File: config.mk
export PLATFORM = sky130hd
export DESIGN_NAME = framed_command_receiver
export DESIGN_NICKNAME = d
export VERILOG_FILES = /design/src/rtl/fcr_pkg.sv /design/src/rtl/fcr_in_reg.sv /design/src/rtl/fcr_parser.sv /design/src/rtl/fcr_out_reg.sv /design/src/rtl/framed_command_receiver.sv
export VERILOG_INCLUDE_DIRS = /design/src /design/src/rtl
export SDC_FILE = /design/constraint.sdc
export NUM_CORES = 1
export LEC_CHECK = 0
export ABC_CLOCK_PERIOD_IN_PS = 54000
export BUFFER_PORTS_ARGS = -buffer_cell sky130_fd_sc_hd__buf_2
export CORE_MARGIN = 2
export CORE_UTILIZATION = 40
export DETAILED_ROUTE_END_ITERATION = 10
export PLACE_DENSITY = 0.69
export SYNTH_ARGS = -nofsm -noshare
export SYNTH_HDL_FRONTEND = slang
export SYNTH_SLANG_ARGS = --single-unit
File: constraint.sdc
create_clock -name clk -period 54 [get_ports clk]
set_input_delay 10.8 -clock clk [delete_from_list [all_inputs] [get_ports clk]]
set_output_delay 10.8 -clock clk [all_outputs]
set_load 0.05 [all_outputs]
File: src/rtl/framed_command_receiver_assert.svh
// Assertion macros shared by the framed command receiver RTL.
// No dependencies; included by the modules that carry concurrent assertions.
`ifndef FRAMED_COMMAND_RECEIVER_ASSERT_SVH
`define FRAMED_COMMAND_RECEIVER_ASSERT_SVH

// Same-cycle implication, disabled while reset is high.
`define FCR_ASSERT_NOW(lbl, clk_i, rst_i, ante, cons) \
  lbl: assert property (@(posedge clk_i) disable iff (rst_i) (ante) |-> (cons)) \
    else $error("same-cycle check failed");

// Next-cycle implication, disabled while reset is high.
`define FCR_ASSERT_NEXT(lbl, clk_i, rst_i, ante, cons) \
  lbl: assert property (@(posedge clk_i) disable iff (rst_i) (ante) |=> (cons)) \
    else $error("next-cycle check failed");

`endif

File: src/rtl/fcr_pkg.sv
// Shared types, constants and decode functions for the framed command receiver.
// No dependencies; imported by every module of the block.
`timescale 1ns / 1ps

package fcr_pkg;

  // Framing constants.
  localparam logic [7:0] START_BYTE    = 8'h50;
  localparam logic [4:0] LONG_BODY     = 5'd19;
  localparam logic [4:0] SHORT_BODY    = 5'd10;
  localparam logic [4:0] ID_BYTES      = 5'd8;
  localparam int         PAYLOAD_BYTES = 9;
  localparam int         PAY_IDX_W     = $clog2(PAYLOAD_BYTES);

  // Frame type codes as they appear on the wire.
  localparam logic [7:0] TYPE_STORE      = 8'h10;
  localparam logic [7:0] TYPE_FETCH      = 8'h11;
  localparam logic [7:0] TYPE_DEPORT_XFR = 8'h12;
  localparam logic [7:0] TYPE_STATION_XFR = 8'h13;
  localparam logic [7:0] TYPE_INQUIRY    = 8'h14;
  localparam logic [7:0] TYPE_DELETE     = 8'h15;
  localparam logic [7:0] TYPE_ERROR_ACK  = 8'h20;
  localparam logic [7:0] TYPE_STATE_ACK  = 8'h21;

  // Receiver phase.
  typedef enum logic [1:0] {
    PH_HUNT = 2'd0,
    PH_TYPE = 2'd1,
    PH_BODY = 2'd2
  } phase_t;

  // Frame kind as reported on the result channel.
  typedef enum logic [2:0] {
    KIND_STORE       = 3'd0,
    KIND_FETCH       = 3'd1,
    KIND_DEPORT_XFR  = 3'd2,
    KIND_STATION_XFR = 3'd3,
    KIND_INQUIRY     = 3'd4,
    KIND_DELETE      = 3'd5,
    KIND_ERROR_ACK   = 3'd6,
    KIND_STATE_ACK   = 3'd7
  } frame_kind_t;

  // Result of decoding a type byte.
  typedef struct packed {
    logic        known;
    frame_kind_t kind;
  } type_dec_t;

  // One decoded frame.
  typedef struct packed {
    frame_kind_t                          kind;
    logic [63:0]                          mission_id;
    logic [PAYLOAD_BYTES-1:0][7:0]        payload;
  } frame_res_t;

  // Map a type byte to its kind; unknown types are flagged.
  function automatic type_dec_t decode_type(input logic [7:0] t);
    type_dec_t d;
    d.known = 1'b1;
    d.kind  = KIND_STORE;
    unique case (t)
      TYPE_STORE:       d.kind = KIND_STORE;
      TYPE_FETCH:       d.kind = KIND_FETCH;
      TYPE_DEPORT_XFR:  d.kind = KIND_DEPORT_XFR;
      TYPE_STATION_XFR: d.kind = KIND_STATION_XFR;
      TYPE_INQUIRY:     d.kind = KIND_INQUIRY;
      TYPE_DELETE:      d.kind = KIND_DELETE;
      TYPE_ERROR_ACK:   d.kind = KIND_ERROR_ACK;
      TYPE_STATE_ACK:   d.kind = KIND_STATE_ACK;
      default:          d.known = 1'b0;
    endcase
    return d;
  endfunction

  // Body length in bytes: the four transfer kinds carry a payload.
  function automatic logic [4:0] body_len(input frame_kind_t k);
    return k[2] ? SHORT_BODY : LONG_BODY;
  endfunction

endpackage

File: src/rtl/fcr_in_reg.sv
// Input register for received bytes, with valid/ready handshake.
// Depends on fcr_pkg.
`timescale 1ns / 1ps

module fcr_in_reg (
  input  logic       clk,
  input  logic       rst,
  input  logic       rx_valid,
  output logic       rx_ready,
  input  logic [7:0] rx_byte,
  output logic       byte_valid,
  output logic [7:0] byte_data,
  input  logic       byte_taken
);
  import fcr_pkg::*;

  logic       full;
  logic [7:0] data;

  // A new beat may enter when the register is empty or is being drained.
  assign rx_ready   = !full || byte_taken;
  assign byte_valid = full;
  assign byte_data  = data;

  // Occupancy flag.
  always_ff @(posedge clk) begin
    if (rst) begin
      full <= 1'b0;
    end else if (rx_valid && rx_ready) begin
      full <= 1'b1;
    end else if (byte_taken) begin
      full <= 1'b0;
    end
  end

  // Byte capture.
  always_ff @(posedge clk) begin
    if (rx_valid && rx_ready) begin
      data <= rx_byte;
    end
  end

endmodule

File: src/rtl/fcr_parser.sv
// Frame parser: start-byte hunt, type decode, id and payload capture, checksum.
// Depends on fcr_pkg and framed_command_receiver_assert.svh.
`timescale 1ns / 1ps
`include "framed_command_receiver_assert.svh"

module fcr_parser (
  input  logic               clk,
  input  logic               rst,
  input  logic               byte_valid,
  input  logic [7:0]         byte_data,
  output logic               byte_taken,
  input  logic               res_space,
  output logic               res_valid,
  output fcr_pkg::frame_res_t res
);
  import fcr_pkg::*;

  phase_t                        phase, phase_next;
  frame_kind_t                   kind_reg, kind_next;
  logic [4:0]                    bytes_left, left_next;
  logic [7:0]                    running_sum, sum_next;
  logic [63:0]                   id_shift, id_next;
  logic [PAYLOAD_BYTES-1:0][7:0] payload, pay_next;

  logic       step;
  logic [4:0] len;
  logic [4:0] pos;
  logic [4:0] pay_idx;
  logic       body_bad;
  logic       is_tail;
  logic       is_csum;
  type_dec_t  dec;

  // A byte is consumed only when the result register can take a result.
  assign step       = byte_valid && res_space;
  assign byte_taken = step;

  // Position decode within the body.
  assign dec      = decode_type(byte_data);
  assign len      = body_len(kind_reg);
  assign pos      = 5'(len - bytes_left);
  assign pay_idx  = 5'(pos - ID_BYTES);
  assign body_bad = (bytes_left == 5'd0) || (bytes_left > len);
  assign is_tail  = (bytes_left == 5'd1);
  assign is_csum  = (bytes_left == 5'd2);

  // Next-state logic.
  always_comb begin
    phase_next = phase;
    kind_next  = kind_reg;
    left_next  = bytes_left;
    sum_next   = running_sum;
    id_next    = id_shift;
    pay_next   = payload;
    if (step) begin
      unique case (phase)
        PH_TYPE: begin
          if (dec.known) begin
            kind_next  = dec.kind;
            left_next  = body_len(dec.kind);
            sum_next   = byte_data;
            phase_next = PH_BODY;
          end else begin
            phase_next = PH_HUNT;
          end
        end
        PH_BODY: begin
          if (body_bad) begin
            phase_next = PH_HUNT;
          end else begin
            left_next = 5'(bytes_left - 5'd1);
            if (is_tail) begin
              phase_next = PH_HUNT;
            end else if (is_csum) begin
              sum_next = 8'(running_sum - byte_data);
            end else begin
              sum_next = 8'(running_sum + byte_data);
              if (pos < ID_BYTES) begin
                id_next = {id_shift[55:0], byte_data};
              end else if (pay_idx < 5'(PAYLOAD_BYTES)) begin
                pay_next[pay_idx[PAY_IDX_W-1:0]] = byte_data;
              end
            end
          end
        end
        default: begin
          // Hunting; the unused phase code behaves the same way.
          if (byte_data == START_BYTE) begin
            phase_next = PH_TYPE;
            left_next  = 5'd0;
            sum_next   = 8'd0;
            id_next    = 64'd0;
            pay_next   = '0;
          end else begin
            phase_next = PH_HUNT;
          end
        end
      endcase
    end
  end

  // Result outputs: a good frame is reported on its tail byte.
  always_comb begin
    res_valid      = step && (phase == PH_BODY) && !body_bad && is_tail &&
                     (running_sum == 8'd0);
    res.kind       = kind_reg;
    res.mission_id = id_shift;
    res.payload    = payload;
  end

  // Control state.
  always_ff @(posedge clk) begin
    if (rst) begin
      phase      <= PH_HUNT;
      bytes_left <= 5'd0;
    end else begin
      phase      <= phase_next;
      bytes_left <= left_next;
    end
  end

  // Frame data, set at each start and type byte, so no reset is needed.
  always_ff @(posedge clk) begin
    kind_reg    <= kind_next;
    running_sum <= sum_next;
    id_shift    <= id_next;
    payload     <= pay_next;
  end

  // The body counter stays within the length of the current frame.
  `FCR_ASSERT_NOW(a_left_in_range, clk, rst, phase == PH_BODY,
                  bytes_left != 5'd0 && bytes_left <= body_len(kind_reg))
  // A start byte while hunting opens a fresh frame with cleared accumulators.
  `FCR_ASSERT_NEXT(a_start_clears, clk, rst,
                   step && phase != PH_TYPE && phase != PH_BODY &&
                   byte_data == START_BYTE,
                   phase == PH_TYPE && running_sum == 8'd0 && id_shift == 64'd0)
  // Short frames never carry payload bytes into the result.
  `FCR_ASSERT_NOW(a_short_no_payload, clk, rst, res_valid && res.kind[2],
                  res.payload == '0)

endmodule

File: src/rtl/fcr_out_reg.sv
// Result register holding one decoded frame for the downstream handshake.
// Depends on fcr_pkg.
`timescale 1ns / 1ps

module fcr_out_reg (
  input  logic                clk,
  input  logic                rst,
  input  logic                res_valid,
  input  fcr_pkg::frame_res_t res,
  output logic                res_space,
  output logic                frame_valid,
  input  logic                frame_ready,
  output fcr_pkg::frame_res_t frame
);
  import fcr_pkg::*;

  logic       valid;
  frame_res_t data;

  // The register can load whenever it is empty or its beat leaves this cycle.
  assign res_space   = !valid || frame_ready;
  assign frame_valid = valid;
  assign frame       = data;

  // Valid flag.
  always_ff @(posedge clk) begin
    if (rst) begin
      valid <= 1'b0;
    end else if (res_space) begin
      valid <= res_valid;
    end
  end

  // Result capture.
  always_ff @(posedge clk) begin
    if (res_space && res_valid) begin
      data <= res;
    end
  end

endmodule

File: src/rtl/framed_command_receiver.sv
// Framed command receiver: byte stream in, one beat per good frame out.
// Input channel rx_valid/rx_ready/rx_byte carries one received byte per beat.
// The block hunts for the start byte, decodes the type byte, collects the
// eight big-endian id bytes and, for the four transfer kinds, nine payload
// bytes, and checks the modulo-256 sum against the checksum byte.
// Output channel frame_valid/frame_ready carries the kind, mission id and
// payload fields of a good frame; short frames report zero payload fields.
// Frames with a bad checksum or an unknown type produce no beat.
// Throughput: one byte per cycle while the result register has space, set
// by the combinational parse step between the input and result registers.
// Output timing: the tail byte's beat is loaded into the input register,
// and frame_valid rises when the result register then loads the result,
// which waits while the result register has no space.
// Reset: synchronous, active high; the block returns to hunting and both
// registers empty.
// Stalls: while a result waits with frame_ready low, the parser holds and
// rx_ready falls as soon as the input register is full.
`timescale 1ns / 1ps

module framed_command_receiver (
  input  logic        clk,
  input  logic        rst,
  input  logic        rx_valid,
  output logic        rx_ready,
  input  logic [7:0]  rx_byte,
  output logic        frame_valid,
  input  logic        frame_ready,
  output logic [2:0]  frame_kind,
  output logic [63:0] mission_id,
  output logic [7:0]  station_a,
  output logic [7:0]  station_b,
  output logic [7:0]  src_col,
  output logic [7:0]  src_row,
  output logic [7:0]  src_layer,
  output logic [7:0]  dst_col,
  output logic [7:0]  dst_row,
  output logic [7:0]  dst_layer,
  output logic [7:0]  priority_res
);
  import fcr_pkg::*;

  logic       byte_valid;
  logic [7:0] byte_data;
  logic       byte_taken;
  logic       res_space;
  logic       res_valid;
  frame_res_t res;
  frame_res_t frame;

  // Input register.
  fcr_in_reg u_in_reg (
    .clk        (clk),
    .rst        (rst),
    .rx_valid   (rx_valid),
    .rx_ready   (rx_ready),
    .rx_byte    (rx_byte),
    .byte_valid (byte_valid),
    .byte_data  (byte_data),
    .byte_taken (byte_taken)
  );

  // Frame parser.
  fcr_parser u_parser (
    .clk        (clk),
    .rst        (rst),
    .byte_valid (byte_valid),
    .byte_data  (byte_data),
    .byte_taken (byte_taken),
    .res_space  (res_space),
    .res_valid  (res_valid),
    .res        (res)
  );

  // Result register.
  fcr_out_reg u_out_reg (
    .clk         (clk),
    .rst         (rst),
    .res_valid   (res_valid),
    .res         (res),
    .res_space   (res_space),
    .frame_valid (frame_valid),
    .frame_ready (frame_ready),
    .frame       (frame)
  );

  // Field breakout of the result beat.
  assign frame_kind   = frame.kind;
  assign mission_id   = frame.mission_id;
  assign station_a    = frame.payload[0];
  assign station_b    = frame.payload[1];
  assign src_col      = frame.payload[2];
  assign src_row      = frame.payload[3];
  assign src_layer    = frame.payload[4];
  assign dst_col      = frame.payload[5];
  assign dst_row      = frame.payload[6];
  assign dst_layer    = frame.payload[7];
  assign priority_res = frame.payload[8];

endmodule
# After elaboration in Yosys (flattened, before gate mapping)
# Index checks and enable logic that the tools add are counted.
[word_totals]
reg_bits = 303
in_bits = 12
output_inout_bits = 141
elab_cells = 123
[classes]
add_sub_neg = 5
n_lt_le_gt_ge = 5
n_eq_ne = 21
muxes = 37
n_bitwise = 1
n_reduce_logical = 26
[ops]
columns = ["op", "n"]
rows = [
  ["$mux W72", 6],
  ["$mux W64", 5],
  ["$pmux W72 S2", 1],
  ["$pmux W64 S2", 1],
  ["$bwmux W72", 1],
  ["$eq A8 B5 Y1 const B", 6],
  ["$mux W8", 6],
  ["$demux W8 S4", 1],
  ["$mux W5", 5],
  ["$pmux W3 S7", 1],
  ["$eq A8 B6 Y1 const B", 2],
  ["$pmux W8 S2", 1],
  ["$lt A5 B4 Y1 const B", 2],
  ["$pmux W5 S2", 1],
  ["$add A8 B8 Y8", 1],
  ["$eq A8 B7 Y1 const B", 1],
  ["$logic_and A1 B1 Y1", 8],
  ["$logic_not A8 Y1", 1],
  ["$ne A2 B2 Y1 const B", 4],
  ["$reduce_and A8 Y1", 1],
  ["$reduce_or A8 Y1", 1],
  ["$sub A8 B8 Y8", 1],
  ["$reduce_and A7 Y1", 1],
  ["$mux W2", 3],
  ["other kinds (24)", 34],
]

# Depth between registers and ports, before layout
# Gate-level depths: netlist (run 1).
[depth]
depth_word = 14
depth_mapped = 12
ltp_nobuf = 12

# By module
# From an unflattened synthesis (run 1), not the netlist that was laid out.
[unflattened]
cells_unflattened = 812
area_unflattened_um2 = 12085.3
[modules_own_cells]
columns = ["mod", "n_inst", "cells_per_inst", "area_each_um2", "seq_area_each_um2"]
rows = [
  ["fcr_parser", 1, 655, 7561.0, 4554.4],
  ["fcr_out_reg", 1, 144, 4229.1, 4194.0],
  ["fcr_in_reg", 1, 13, 295.3, 260.2],
]

# Worst setup path after synthesis (run 1)
# No wires, ideal clock.
[synth_timing]
path_type = "input-to-reg"
start = "in frame_ready"
end = "reg u_out_reg.data (netlist bit u_out_reg.frame[0]), enable pin"
setup_time_ps = 982
arrival_ps = 24315
t_required_ps = 53018
slack_ps = 28702
path_stages = 3
path_buffers = 0
cell_sequence = "nor2b_1 nand2b_1 nor4_1"
[synth_between]
elab_chain_len = 7
[synth_rtl]
columns = ["item", "line", "rtl"]
rows = [
  ["from (decl)", "framed_command_receiver.sv:27", "input logic frame_ready,"],
  ["$logic_or A1 B1 Y1 *", "fcr_out_reg.sv:21", "assign res_space = !valid || frame_ready;"],
  ["$logic_and A1 B1 Y1", "fcr_parser.sv:35", "assign step = byte_valid && res_space;"],
  ["$logic_and A1 B1 Y1 (4 in a row)", "fcr_parser.sv:104", "res_valid = step && (phase == PH_BODY) && !body_bad && is_tail &&"],
  ["$logic_and A1 B1 Y1 *", "fcr_out_reg.sv:36", "if (res_space && res_valid) begin"],
  ["to (signal assigned)", "fcr_out_reg.sv:37", "data <= res;"],
  ["to (decl)", "fcr_out_reg.sv:18", "frame_res_t data;"],
]
# Every way passes the cells marked *; elsewhere a longest branch is shown, timed or not.
# A chain may end at the register's enable or synchronous reset.

# Worst setup path in the final report (run 1)
[layout_timing]
start = "in frame_ready"
end = "out rx_ready"
[layout_between]
elab_chain_len = 3
[layout_rtl]
columns = ["item", "line", "rtl"]
rows = [
  ["$logic_or A1 B1 Y1", "fcr_out_reg.sv:21", ""],
  ["$logic_and A1 B1 Y1", "fcr_parser.sv:35", ""],
  ["$logic_or A1 B1 Y1", "fcr_in_reg.sv:21", "assign rx_ready = !full || byte_taken;"],
  ["to (decl)", "framed_command_receiver.sv:24", "output logic rx_ready,"],
]
# Every way passes these cells.

==> flow_metrics.env, run 1 <==
export IMPL_status="finished clean"
export IMPL_cts_buffers=31
export IMPL_layout_setup_ws_ns=31.78
export IMPL_row_count=63
export IMPL_ant_nets=0
export IMPL_max_clock_freq_mhz=45.0
export IMPL_die_h_um=179
export IMPL_insertion_delay_ns=0.56
export IMPL_die_x_um=179
export IMPL_power_uw=471
export IMPL_gp_congestion=0.800
export IMPL_syn_area_um2=12200
export IMPL_root_buffer="clkbuf_16"
export IMPL_yosysTopAreaCell="edfxtp_1"
export IMPL_syn_inst=818
export IMPL_cts_tree="built"
export IMPL_synth_edf_count=294
export IMPL_start_util_pct=40.9
export IMPL_largest_reg_flops=139
export IMPL_ir_drop_v=0.0000225
export IMPL_drt_total_wl_um=24500
export IMPL_grt_max_degree=111
export IMPL_max_cap_viol_count=0
export IMPL_avgSynthCellArea_um2=14.9
export IMPL_synth_top_area_share_pct=72.5
export IMPL_dp_slack_ns=31.77
export IMPL_cp_max_fo=4
export IMPL_path_clk_slew_ns=0.06
export IMPL_slew_headroom_pct=23.2
export IMPL_power_density_nw_per_um2=32.8
export IMPL_avgRoutedWirePerCell_um=17.7
export IMPL_viasPerCell=5.04
export IMPL_rsz0062_at_grt="no"
export IMPL_cts_sinks=303
export IMPL_finalMaxSlewViolations=0
export IMPL_h_tree_depth=1
export IMPL_overflow=0
export IMPL_path_class="input port to output pin"
export IMPL_synth_nets=854
export IMPL_area_growth_pct=17.9
export IMPL_drc=0
export IMPL_antenna_found_initial=0
export IMPL_cts_setup_buffers=0
export IMPL_ys_async_sr_fraction_pct=0
export IMPL_cp_start_kind="input port"
export IMPL_critPathRequiredTime_ns=43.20
export IMPL_hp_class="register to register"
export IMPL_arrival_ns=11.42
export IMPL_n_antenna_cell=0
export IMPL_finalCriticalPeriod_ns=22.22
export IMPL_place_hpwl_um=15000
export IMPL_ys_ff_latch=303
export IMPL_track_usage_pct=15.3
export IMPL_dr_pass1_iters=5
export IMPL_io_pins=153
export IMPL_synth_area_leaders="edfxtp_1, and2_1, a21boi_0, ha_1, nand3_1"
export IMPL_die_area_um2=31900
export IMPL_cts_buffer_depth=3
export IMPL_crit_path_end_kind="output pin"
export IMPL_leakage_uw=0.00502
export IMPL_nets=1008
export IMPL_yosysSeqAreaShare_pct=73.9
export IMPL_setup_viol=0
export IMPL_portBuffers=152
export IMPL_yosys_most_used_dff="edfxtp_1"
export IMPL_drtIter0Drc=641
export IMPL_hold_ws_ns=0.421
export IMPL_finalSetupTns_ns=0
export IMPL_worstMarginPinSlew_ns=1.14
export IMPL_synth_distinct_cells=49
export IMPL_grt_pass1_wl_um=37900
export IMPL_fin_crit_sh_pct=41.2
export IMPL_fin_util_pct=48.2
export IMPL_grt_pass1_vias=6896
export IMPL_skew_ns=0.0264
export IMPL_core_um2=29800
export IMPL_ctsHoldBuffers=0
export IMPL_ctsResizeCount=0
export IMPL_vias=6978
export IMPL_timing_final_hold_violations=0
export IMPL_drive_gt1_share_pct=22.4
export IMPL_yosysWarnings=0
## report_power, final
group | internal (µW) | leakage (µW) | switching, µW
combinational | 3.42 | 0.00177 | 5.01
sequential | 255 | 0.00278 | 2.72
clock | 119 | 0.000475 | 85.5
total | 377 | 0.00502 | 93.2
## synthesized netlist by cell type, drive strengths merged, types with 5 or more instances
cell	n
nand2	70
and2	65
a21boi	49
nor2b	28
xnor2	14
mux2i	22
nor3	7
a211oi	7
o21ai	12
clkbuf	38
dfxtp	9
edfxtp	294
buf	5
nand2b	7
inv	19
a21oi	18
nor4	5
nand3	53
ha	23
nor2	32
## per-stage QoR
step / instances / area (µm²)
after CTS: 1385 / 14400
final: 1385 / 14400
after global routing: 1385 / 14400
after floorplan: 818 / 12200
after global placement: 1329 / 13400
after detailed placement: 1329 / 13400
## per-layer routing
metal	GRT usage (%)	routed length [µm]
met2	25.2	11600
met5	0	0
met3	2.28	1530
met4	4.67	591
met1	21.1	10800
## layout make-up
type,instances,area [µm²]
Fill cell,2611,15400
Sequential cell,303,9010
Multi-Input combinational cell,453,2970
Timing Repair Buffer,164,851
Clock buffer,38,802
Tap cell,390,488
Clock inverter,18,168
Inverter,19,71.3
## worst paths after layout
check | depth (start not counted) | end | slack, ns | from
max | 4 | rx_ready | 31.78 | frame_ready
min | 0 | u_out_reg.frame[133] | 0.42 | u_parser.id_shift[61]
max reg2reg | 10 | u_parser.res[20] | 50.18 | u_parser.kind_reg[2]
min reg2reg | 0 | u_out_reg.frame[133] | 0.42 | u_parser.id_shift[61]
## critical path, cell delays in order
cell and delay [ns]:
buf_2 0.10, nor2b_1 0.21, nand2_1 0.10, buf_2 0.22
## cells by family after synthesis
| logic type | synth area share (%) |
|---|---|
| flip-flops | 73.9 |
| adder cells (fa/ha/maj) | 2.53 |
| AO/OA/AOI/OAI | 6.25 |
| AND/OR/NAND/NOR | 12.0 |
| multiplexers | 1.90 |
| XOR/XNOR | 1.29 |
| buffers and inverters | 2.07 |
## placed cells by master (no fill, tap or decap), types with 2 or more instances in the layout
master	synthesis	layout
nor2_4	0	2
edfxtp_1	294	294
nor3_1	7	7
a31oi_1	4	4
mux2i_1	22	22
nor4_1	5	4
a211oi_1	7	7
and2_1	65	65
nand4_1	2	2
a22oi_1	3	3
buf_4	1	12
clkinv_1	0	6
buf_2	1	152
clkinv_2	0	6
xor2_1	4	4
nand3b_1	2	2
nand3_1	53	53
inv_1	19	19
a21boi_0	49	49
clkbuf_16	0	31
xnor2_1	14	14
a21oi_1	17	17
nor2_1	32	30
clkbuf_1	38	7
a211o_1	2	2
or3_1	4	4
nand2b_1	7	7
inv_6	0	2
nand2_1	70	70
o21ai_0	10	10
nor2b_1	28	28
bufinv_16	0	3
ha_1	23	22
a21o_1	3	3
dfxtp_1	9	9
Power figures use the tool's default switching activity.
==> run 2: changes to the inputs <==
--- a/config.mk
+++ b/config.mk
@@ -6,12 +6,12 @@
 export SDC_FILE = /design/constraint.sdc
 export NUM_CORES = 1
 export LEC_CHECK = 0
-export ABC_CLOCK_PERIOD_IN_PS = 54000
+export ABC_CLOCK_PERIOD_IN_PS = 20300
 export BUFFER_PORTS_ARGS = -buffer_cell sky130_fd_sc_hd__buf_2
 export CORE_MARGIN = 2
 export CORE_UTILIZATION = 40
 export DETAILED_ROUTE_END_ITERATION = 10
-export PLACE_DENSITY = 0.69
+export PLACE_DENSITY = 0.71
 export SYNTH_ARGS = -nofsm -noshare
 export SYNTH_HDL_FRONTEND = slang
 export SYNTH_SLANG_ARGS = --single-unit
==> constraint.sdc (replaced) <==
create_clock -name clk -period 20.3 [get_ports clk]
set_input_delay 4.06 -clock clk [delete_from_list [all_inputs] [get_ports clk]]
set_output_delay 4.06 -clock clk [all_outputs]
set_load 0.05 [all_outputs]
==> flow_metrics.env, run 2 (synthesized netlist as in run 1, its figures left out) <==
export IMPL_final_area_um2=14400
export IMPL_path_class="input port to output pin"
export IMPL_reg2reg_setup_slack_ns=15.93
export IMPL_power_density_nw_per_um2=88.0
export IMPL_crit_path_end_kind="output pin"
export IMPL_comb_power_share_pct=1.7
export IMPL_overflow=0
export IMPL_track_usage_pct=14.7
export IMPL_arrival_ns=4.68
export IMPL_dp_cells=1328
export IMPL_grt_pass1_wl_um=36400
export IMPL_cts_buffer_depth=3
export IMPL_worstHoldPathCells=0
export IMPL_switchingPower_uw=249
export IMPL_cts_tree="built"
export IMPL_finalMaxSlewViolations=0
export IMPL_grt_pass1_vias=6626
export IMPL_rsz0062_at_grt="no"
export IMPL_dr_wl_met2_um=11300
export IMPL_dr_max_layer_used="met4"
export IMPL_drtIter0Drc=502
export IMPL_worstMarginPinSlew_ns=1.22
export IMPL_nets=1007
export IMPL_seqPwrFrac_pct=54.1
export IMPL_insertion_delay_ns=0.56
export IMPL_portBuffers=152
export IMPL_placed_area_um2=13400
export IMPL_multi_input_area_um2=2970
export IMPL_final_cell_mix="edfxtp_1, buf_2, nand2_1"
export IMPL_vias=6972
export IMPL_timing_final_hold_violations=0
export IMPL_root_buffer="clkbuf_16"
export IMPL_finalCriticalPeriod_ns=8.74
export IMPL_cp_max_fo=4
export IMPL_die_area_um2=31900
export IMPL_antenna_found_initial=0
export IMPL_path_clk_slew_ns=0.06
export IMPL_cp_start_kind="input port"
export IMPL_ant_nets=0
export IMPL_core_um2=29800
export IMPL_slew_headroom_pct=18.1
export IMPL_holdPathEnd="u_out_reg.frame[135]"
export IMPL_fin_util_pct=48.3
export IMPL_p_clk_share_pct=44.1
export IMPL_route_met3_wl_um=1630
export IMPL_seqCellArea_um2=9010
export IMPL_netSwitchingFraction_pct=19.7
export IMPL_cts_setup_buffers=0
export IMPL_skew_ns=0.0102
export IMPL_cts_buffers=31
export IMPL_fin_crit_sh_pct=43.0
export IMPL_leakage_uw=0.00503
export IMPL_wl_met1_um=10500
export IMPL_setup_viol=0
export IMPL_viasPerCell=5.03
export IMPL_status="finished clean"
export IMPL_finalSetupTns_ns=0
export IMPL_ir_drop_v=0.0000589
export IMPL_instances_no_fill=1385
export IMPL_r2r_end="u_out_reg.frame[106]"
export IMPL_drc=0
export IMPL_start_util_pct=40.9
export IMPL_row_count=63
export IMPL_io_pins=153
export IMPL_grt_max_degree=90
export IMPL_drt_total_wl_um=24200
export IMPL_timing_rr_start="u_parser.kind_reg[2]"
export IMPL_dr_pass1_iters=5
export IMPL_h_tree_depth=1
export IMPL_nFillCells=2579
export IMPL_die_h_um=179
export IMPL_min_from="u_parser.id_shift[63]"
export IMPL_gp_congestion=0.834
export IMPL_max_cap_viol_count=0
export IMPL_ctsResizeCount=0
export IMPL_largest_reg_flops=139
export IMPL_drive_gt1_share_pct=22.4
export IMPL_critPathRequiredTime_ns=16.24
export IMPL_area_growth_pct=18.0
export IMPL_cts_sinks=303
export IMPL_hp_class="register to register"
export IMPL_power_internal_uw=1020
export IMPL_n_antenna_cell=0
export IMPL_ctsHoldBuffers=0
export IMPL_place_hpwl_um=14900
export IMPL_die_x_um=179
export IMPL_final_common_cell="edfxtp_1"
export IMPL_max_clock_freq_mhz=114
export IMPL_avgRoutedWirePerCell_um=17.4
export IMPL_reg2reg_depth=7
## run 2: area by class of cell
class	count	share of cell area (%)
flip-flops and latches	303	62.6
multi-input cells	453	20.7
repair buffers	163	5.86
clock buffers	38	5.58
well taps	390	3.39
clock inverters	19	1.35
inverters	19	0.496
## run 2: worst max-delay path by stage
stage	start	endpoint	slack (ns)	cells past startpoint
2_1_floorplan	frame_ready	u_out_reg.frame[0]	1.74	3
3_3_place_gp	frame_ready	rx_ready	11.57	4
3_5_place_dp	frame_ready	rx_ready	11.57	4
4_1_cts	frame_ready	rx_ready	11.57	4
5_1_grt	frame_ready	rx_ready	11.41	4
6_report	frame_ready	rx_ready	11.56	4
## run 2: power by group through the flow
stage                     clock (µW)  sequential, µW  combinational [µW]
after floorplan                    0             692                19.4
after global placement             0             698                21.3
after detailed placement           0             698                21.8
after CTS                        570             685                22.0
after global routing             592             685                24.5
final                            559             685                22.0
## run 2: per-stage QoR
stage                     total power [µW]  hold slack, ns  worst slack [ns]
after floorplan                        711           0.400              1.74
after global placement                 719           0.401             11.57
after detailed placement               720           0.405             11.57
after CTS                             1280           0.421             11.57
after global routing                  1300           0.429             11.41
final                                 1270           0.421             11.56
## run 2: layer usage
layer	vias up	track usage (%)
li1	3304	-
met4	0	5.15
met1	3362	20.3
met2	254	23.4
met5	-	0
met3	52	2.66
## run 2: worst max-delay path: stages
cell     delay, ns
buf_2         0.10
nor2b_1       0.20
nand2_1       0.10
buf_2         0.22
==> run 3: changes to the inputs <==
--- a/config.mk
+++ b/config.mk
@@ -6,7 +6,8 @@
 export SDC_FILE = /design/constraint.sdc
 export NUM_CORES = 1
 export LEC_CHECK = 0
-export ABC_CLOCK_PERIOD_IN_PS = 20300
+export ABC_AREA = 1
+export ABC_CLOCK_PERIOD_IN_PS = 7900
 export BUFFER_PORTS_ARGS = -buffer_cell sky130_fd_sc_hd__buf_2
 export CORE_MARGIN = 2
 export CORE_UTILIZATION = 40
==> constraint.sdc (replaced) <==
create_clock -name clk -period 7.9 [get_ports clk]
set_input_delay 1.58 -clock clk [delete_from_list [all_inputs] [get_ports clk]]
set_output_delay 1.58 -clock clk [all_outputs]
set_load 0.05 [all_outputs]
==> flow_metrics.env, run 3 <==
export IMPL_avgSynthCellArea_um2=13.4
export IMPL_cts_setup_buffers=0
export IMPL_ctsHoldBuffers=0
export IMPL_max_cap_viol_count=0
export IMPL_holdPathEnd="u_out_reg.frame[128]"
export IMPL_h_tree_depth=1
export IMPL_vias=7022
export IMPL_leakage_uw=0.00570
export IMPL_hp_class="register to register"
export IMPL_insertion_delay_ns=0.54
export IMPL_drtIter0Drc=645
export IMPL_skew_ns=0.0114
export IMPL_r2r_end="u_parser.res[71]"
export IMPL_n_antenna_cell=0
export IMPL_crit_chain="buf_2 -> nor2_1 -> nand2_1 -> buf_2"
export IMPL_core_um2=29500
export IMPL_finalSetupTns_ns=0
export IMPL_overflow=0
export IMPL_ys_ff_latch=303
export IMPL_slowest_delay_ns=0.23
export IMPL_syn_area_um2=11900
export IMPL_ir_drop_v=0.000154
export IMPL_yosysSeqAreaShare_pct=75.5
export IMPL_synth_most_common_cell="edfxtp_1"
export IMPL_path_clk_slew_ns=0.06
export IMPL_slowest_stage="buf_2"
export IMPL_cp_start_kind="input port"
export IMPL_cts_sinks=303
export IMPL_critPathRequiredTime_ns=6.32
export IMPL_area_growth_pct=17.6
export IMPL_synth_area_leaders="edfxtp_1, nand2_1, a21oi_1, inv_1, o21ai_0"
export IMPL_row_count=63
export IMPL_rsz0062_at_grt="no"
export IMPL_avgRoutedWirePerCell_um=15.8
export IMPL_nets=1081
export IMPL_arrival_ns=2.22
export IMPL_yosysWarnings=0
export IMPL_drt_total_wl_um=23000
export IMPL_antenna_found_initial=0
export IMPL_largest_reg_flops=139
export IMPL_yosys_most_used_dff="edfxtp_1"
export IMPL_syn_inst=889
export IMPL_grt_pass1_wl_um=35600
export IMPL_gp_congestion=0.817
export IMPL_ant_nets=0
export IMPL_cts_tree="built"
export IMPL_final_cell_mix="edfxtp_1, buf_2, nand2_1"
export IMPL_finalMaxSlewViolations=0
export IMPL_start_util_pct=40.5
export IMPL_die_h_um=177
export IMPL_status="finished clean"
export IMPL_cts_buffer_depth=3
export IMPL_slew_headroom_pct=36.5
export IMPL_worstMarginPinSlew_ns=0.952
export IMPL_ys_async_sr_fraction_pct=0
export IMPL_grt_max_degree=103
export IMPL_worstHoldPathCells=0
export IMPL_grt_pass1_vias=6512
export IMPL_finalCriticalPeriod_ns=3.80
export IMPL_setup_viol=0
export IMPL_cpLargestDelayFamily="buffers and inverters"
export IMPL_dr_pass1_iters=5
export IMPL_root_buffer="clkbuf_16"
export IMPL_io_pins=153
export IMPL_synth_edf_count=294
export IMPL_viasPerCell=4.81
export IMPL_hold_ws_ns=0.422
export IMPL_crit_path_end_kind="output pin"
export IMPL_min_from="u_parser.id_shift[56]"
export IMPL_reg2reg_depth=9
export IMPL_drive_gt1_share_pct=22.6
export IMPL_cts_buffers=30
export IMPL_synth_top_area_share_pct=74.0
export IMPL_path_common_cell="buf_2"
export IMPL_power_density_nw_per_um2=229
export IMPL_synth_distinct_cells=37
export IMPL_ctsResizeCount=0
export IMPL_synth_nets=925
export IMPL_final_common_cell="edfxtp_1"
export IMPL_path_class="input port to output pin"
export IMPL_timing_rr_start="u_in_reg.byte_data[1]"
export IMPL_max_clock_freq_mhz=263
export IMPL_portBuffers=152
export IMPL_drc=0
export IMPL_crit_buf_inv=2
export IMPL_die_area_um2=31200
export IMPL_cp_max_fo=3
export IMPL_yosysTopAreaCell="edfxtp_1"
export IMPL_yosys_top_cells_count="edfxtp_1, nand2_1, inv_1, a21oi_1, o21ai_0"
export IMPL_fin_crit_sh_pct=48.2
export IMPL_die_x_um=177
export IMPL_track_usage_pct=14.4
export IMPL_reg2reg_setup_slack_ns=4.74
export IMPL_timing_final_hold_violations=0
export IMPL_place_hpwl_um=14500
-- run 3: cell count changes in the layout (fill, tap and decap cells not counted), moves of 22 or more --
cell and delta:
a21oi_1 +72, nand2_1 +63, nor2b_1 -28, o21ai_0 +56
and2_1 -65, inv_1 +84, nand3_1 -30, mux2i_1 -22
a21boi_0 -49
-- run 3: cells by family after synthesis --
logic type | synth area share, %
flops | 75.5
simple gates | 8.02
compound gates | 7.87
buf+inv | 5.35
fa+ha+maj | 2.58
xor+xnor | 0.723
-- run 3: cell type report --
| class | count | area [µm²] |
|---|---|---|
| inverter | 118 | 448 |
| clock buffer | 40 | 830 |
| multi-input combinational | 435 | 2330 |
| fill | 2593 | 15400 |
| tap | 390 | 488 |
| sequential | 303 | 9010 |
| clock inverter | 16 | 144 |
| timing repair buffer | 157 | 798 |
-- run 3: stage by stage --
step	instance area, µm²	utilization (%)	power (µW)	instances	setup slack (ns)
after CTS	14000	47.6	3250	1459	4.10
after floorplan	11900	-	1840	889	1.86
after global placement	13100	44.3	1860	1403	4.09
after global routing	14000	47.6	3310	1459	4.01
final	14000	47.6	3210	1459	4.10
after detailed placement	13100	44.3	1860	1403	4.10
-- run 3: per-layer routing --
layer,wire (µm),track usage [%],vias up
li1,-,-,3416
met1,10100,20.3,3320
met2,11000,23.2,250
met3,1490,2.56,36
met4,425,3.68,0
met5,0,0,-
-- run 3: worst max-delay path by stage --
stage | from | cells past startpoint | endpoint | slack [ns]
2_1_floorplan | frame_ready | 4 | u_out_reg.frame[0] | 1.86
3_3_place_gp | frame_ready | 4 | rx_ready | 4.09
3_5_place_dp | frame_ready | 4 | rx_ready | 4.10
4_1_cts | frame_ready | 4 | rx_ready | 4.10
5_1_grt | frame_ready | 4 | rx_ready | 4.01
6_report | frame_ready | 4 | rx_ready | 4.10
-- run 3: report_power, final --
part           switching, µW  leakage (µW)  total [µW]  internal (µW)
registers               6.21       0.00287        1750           1740
logic                   54.4       0.00235        77.6           23.2
clock network            581      0.000474        1390            805
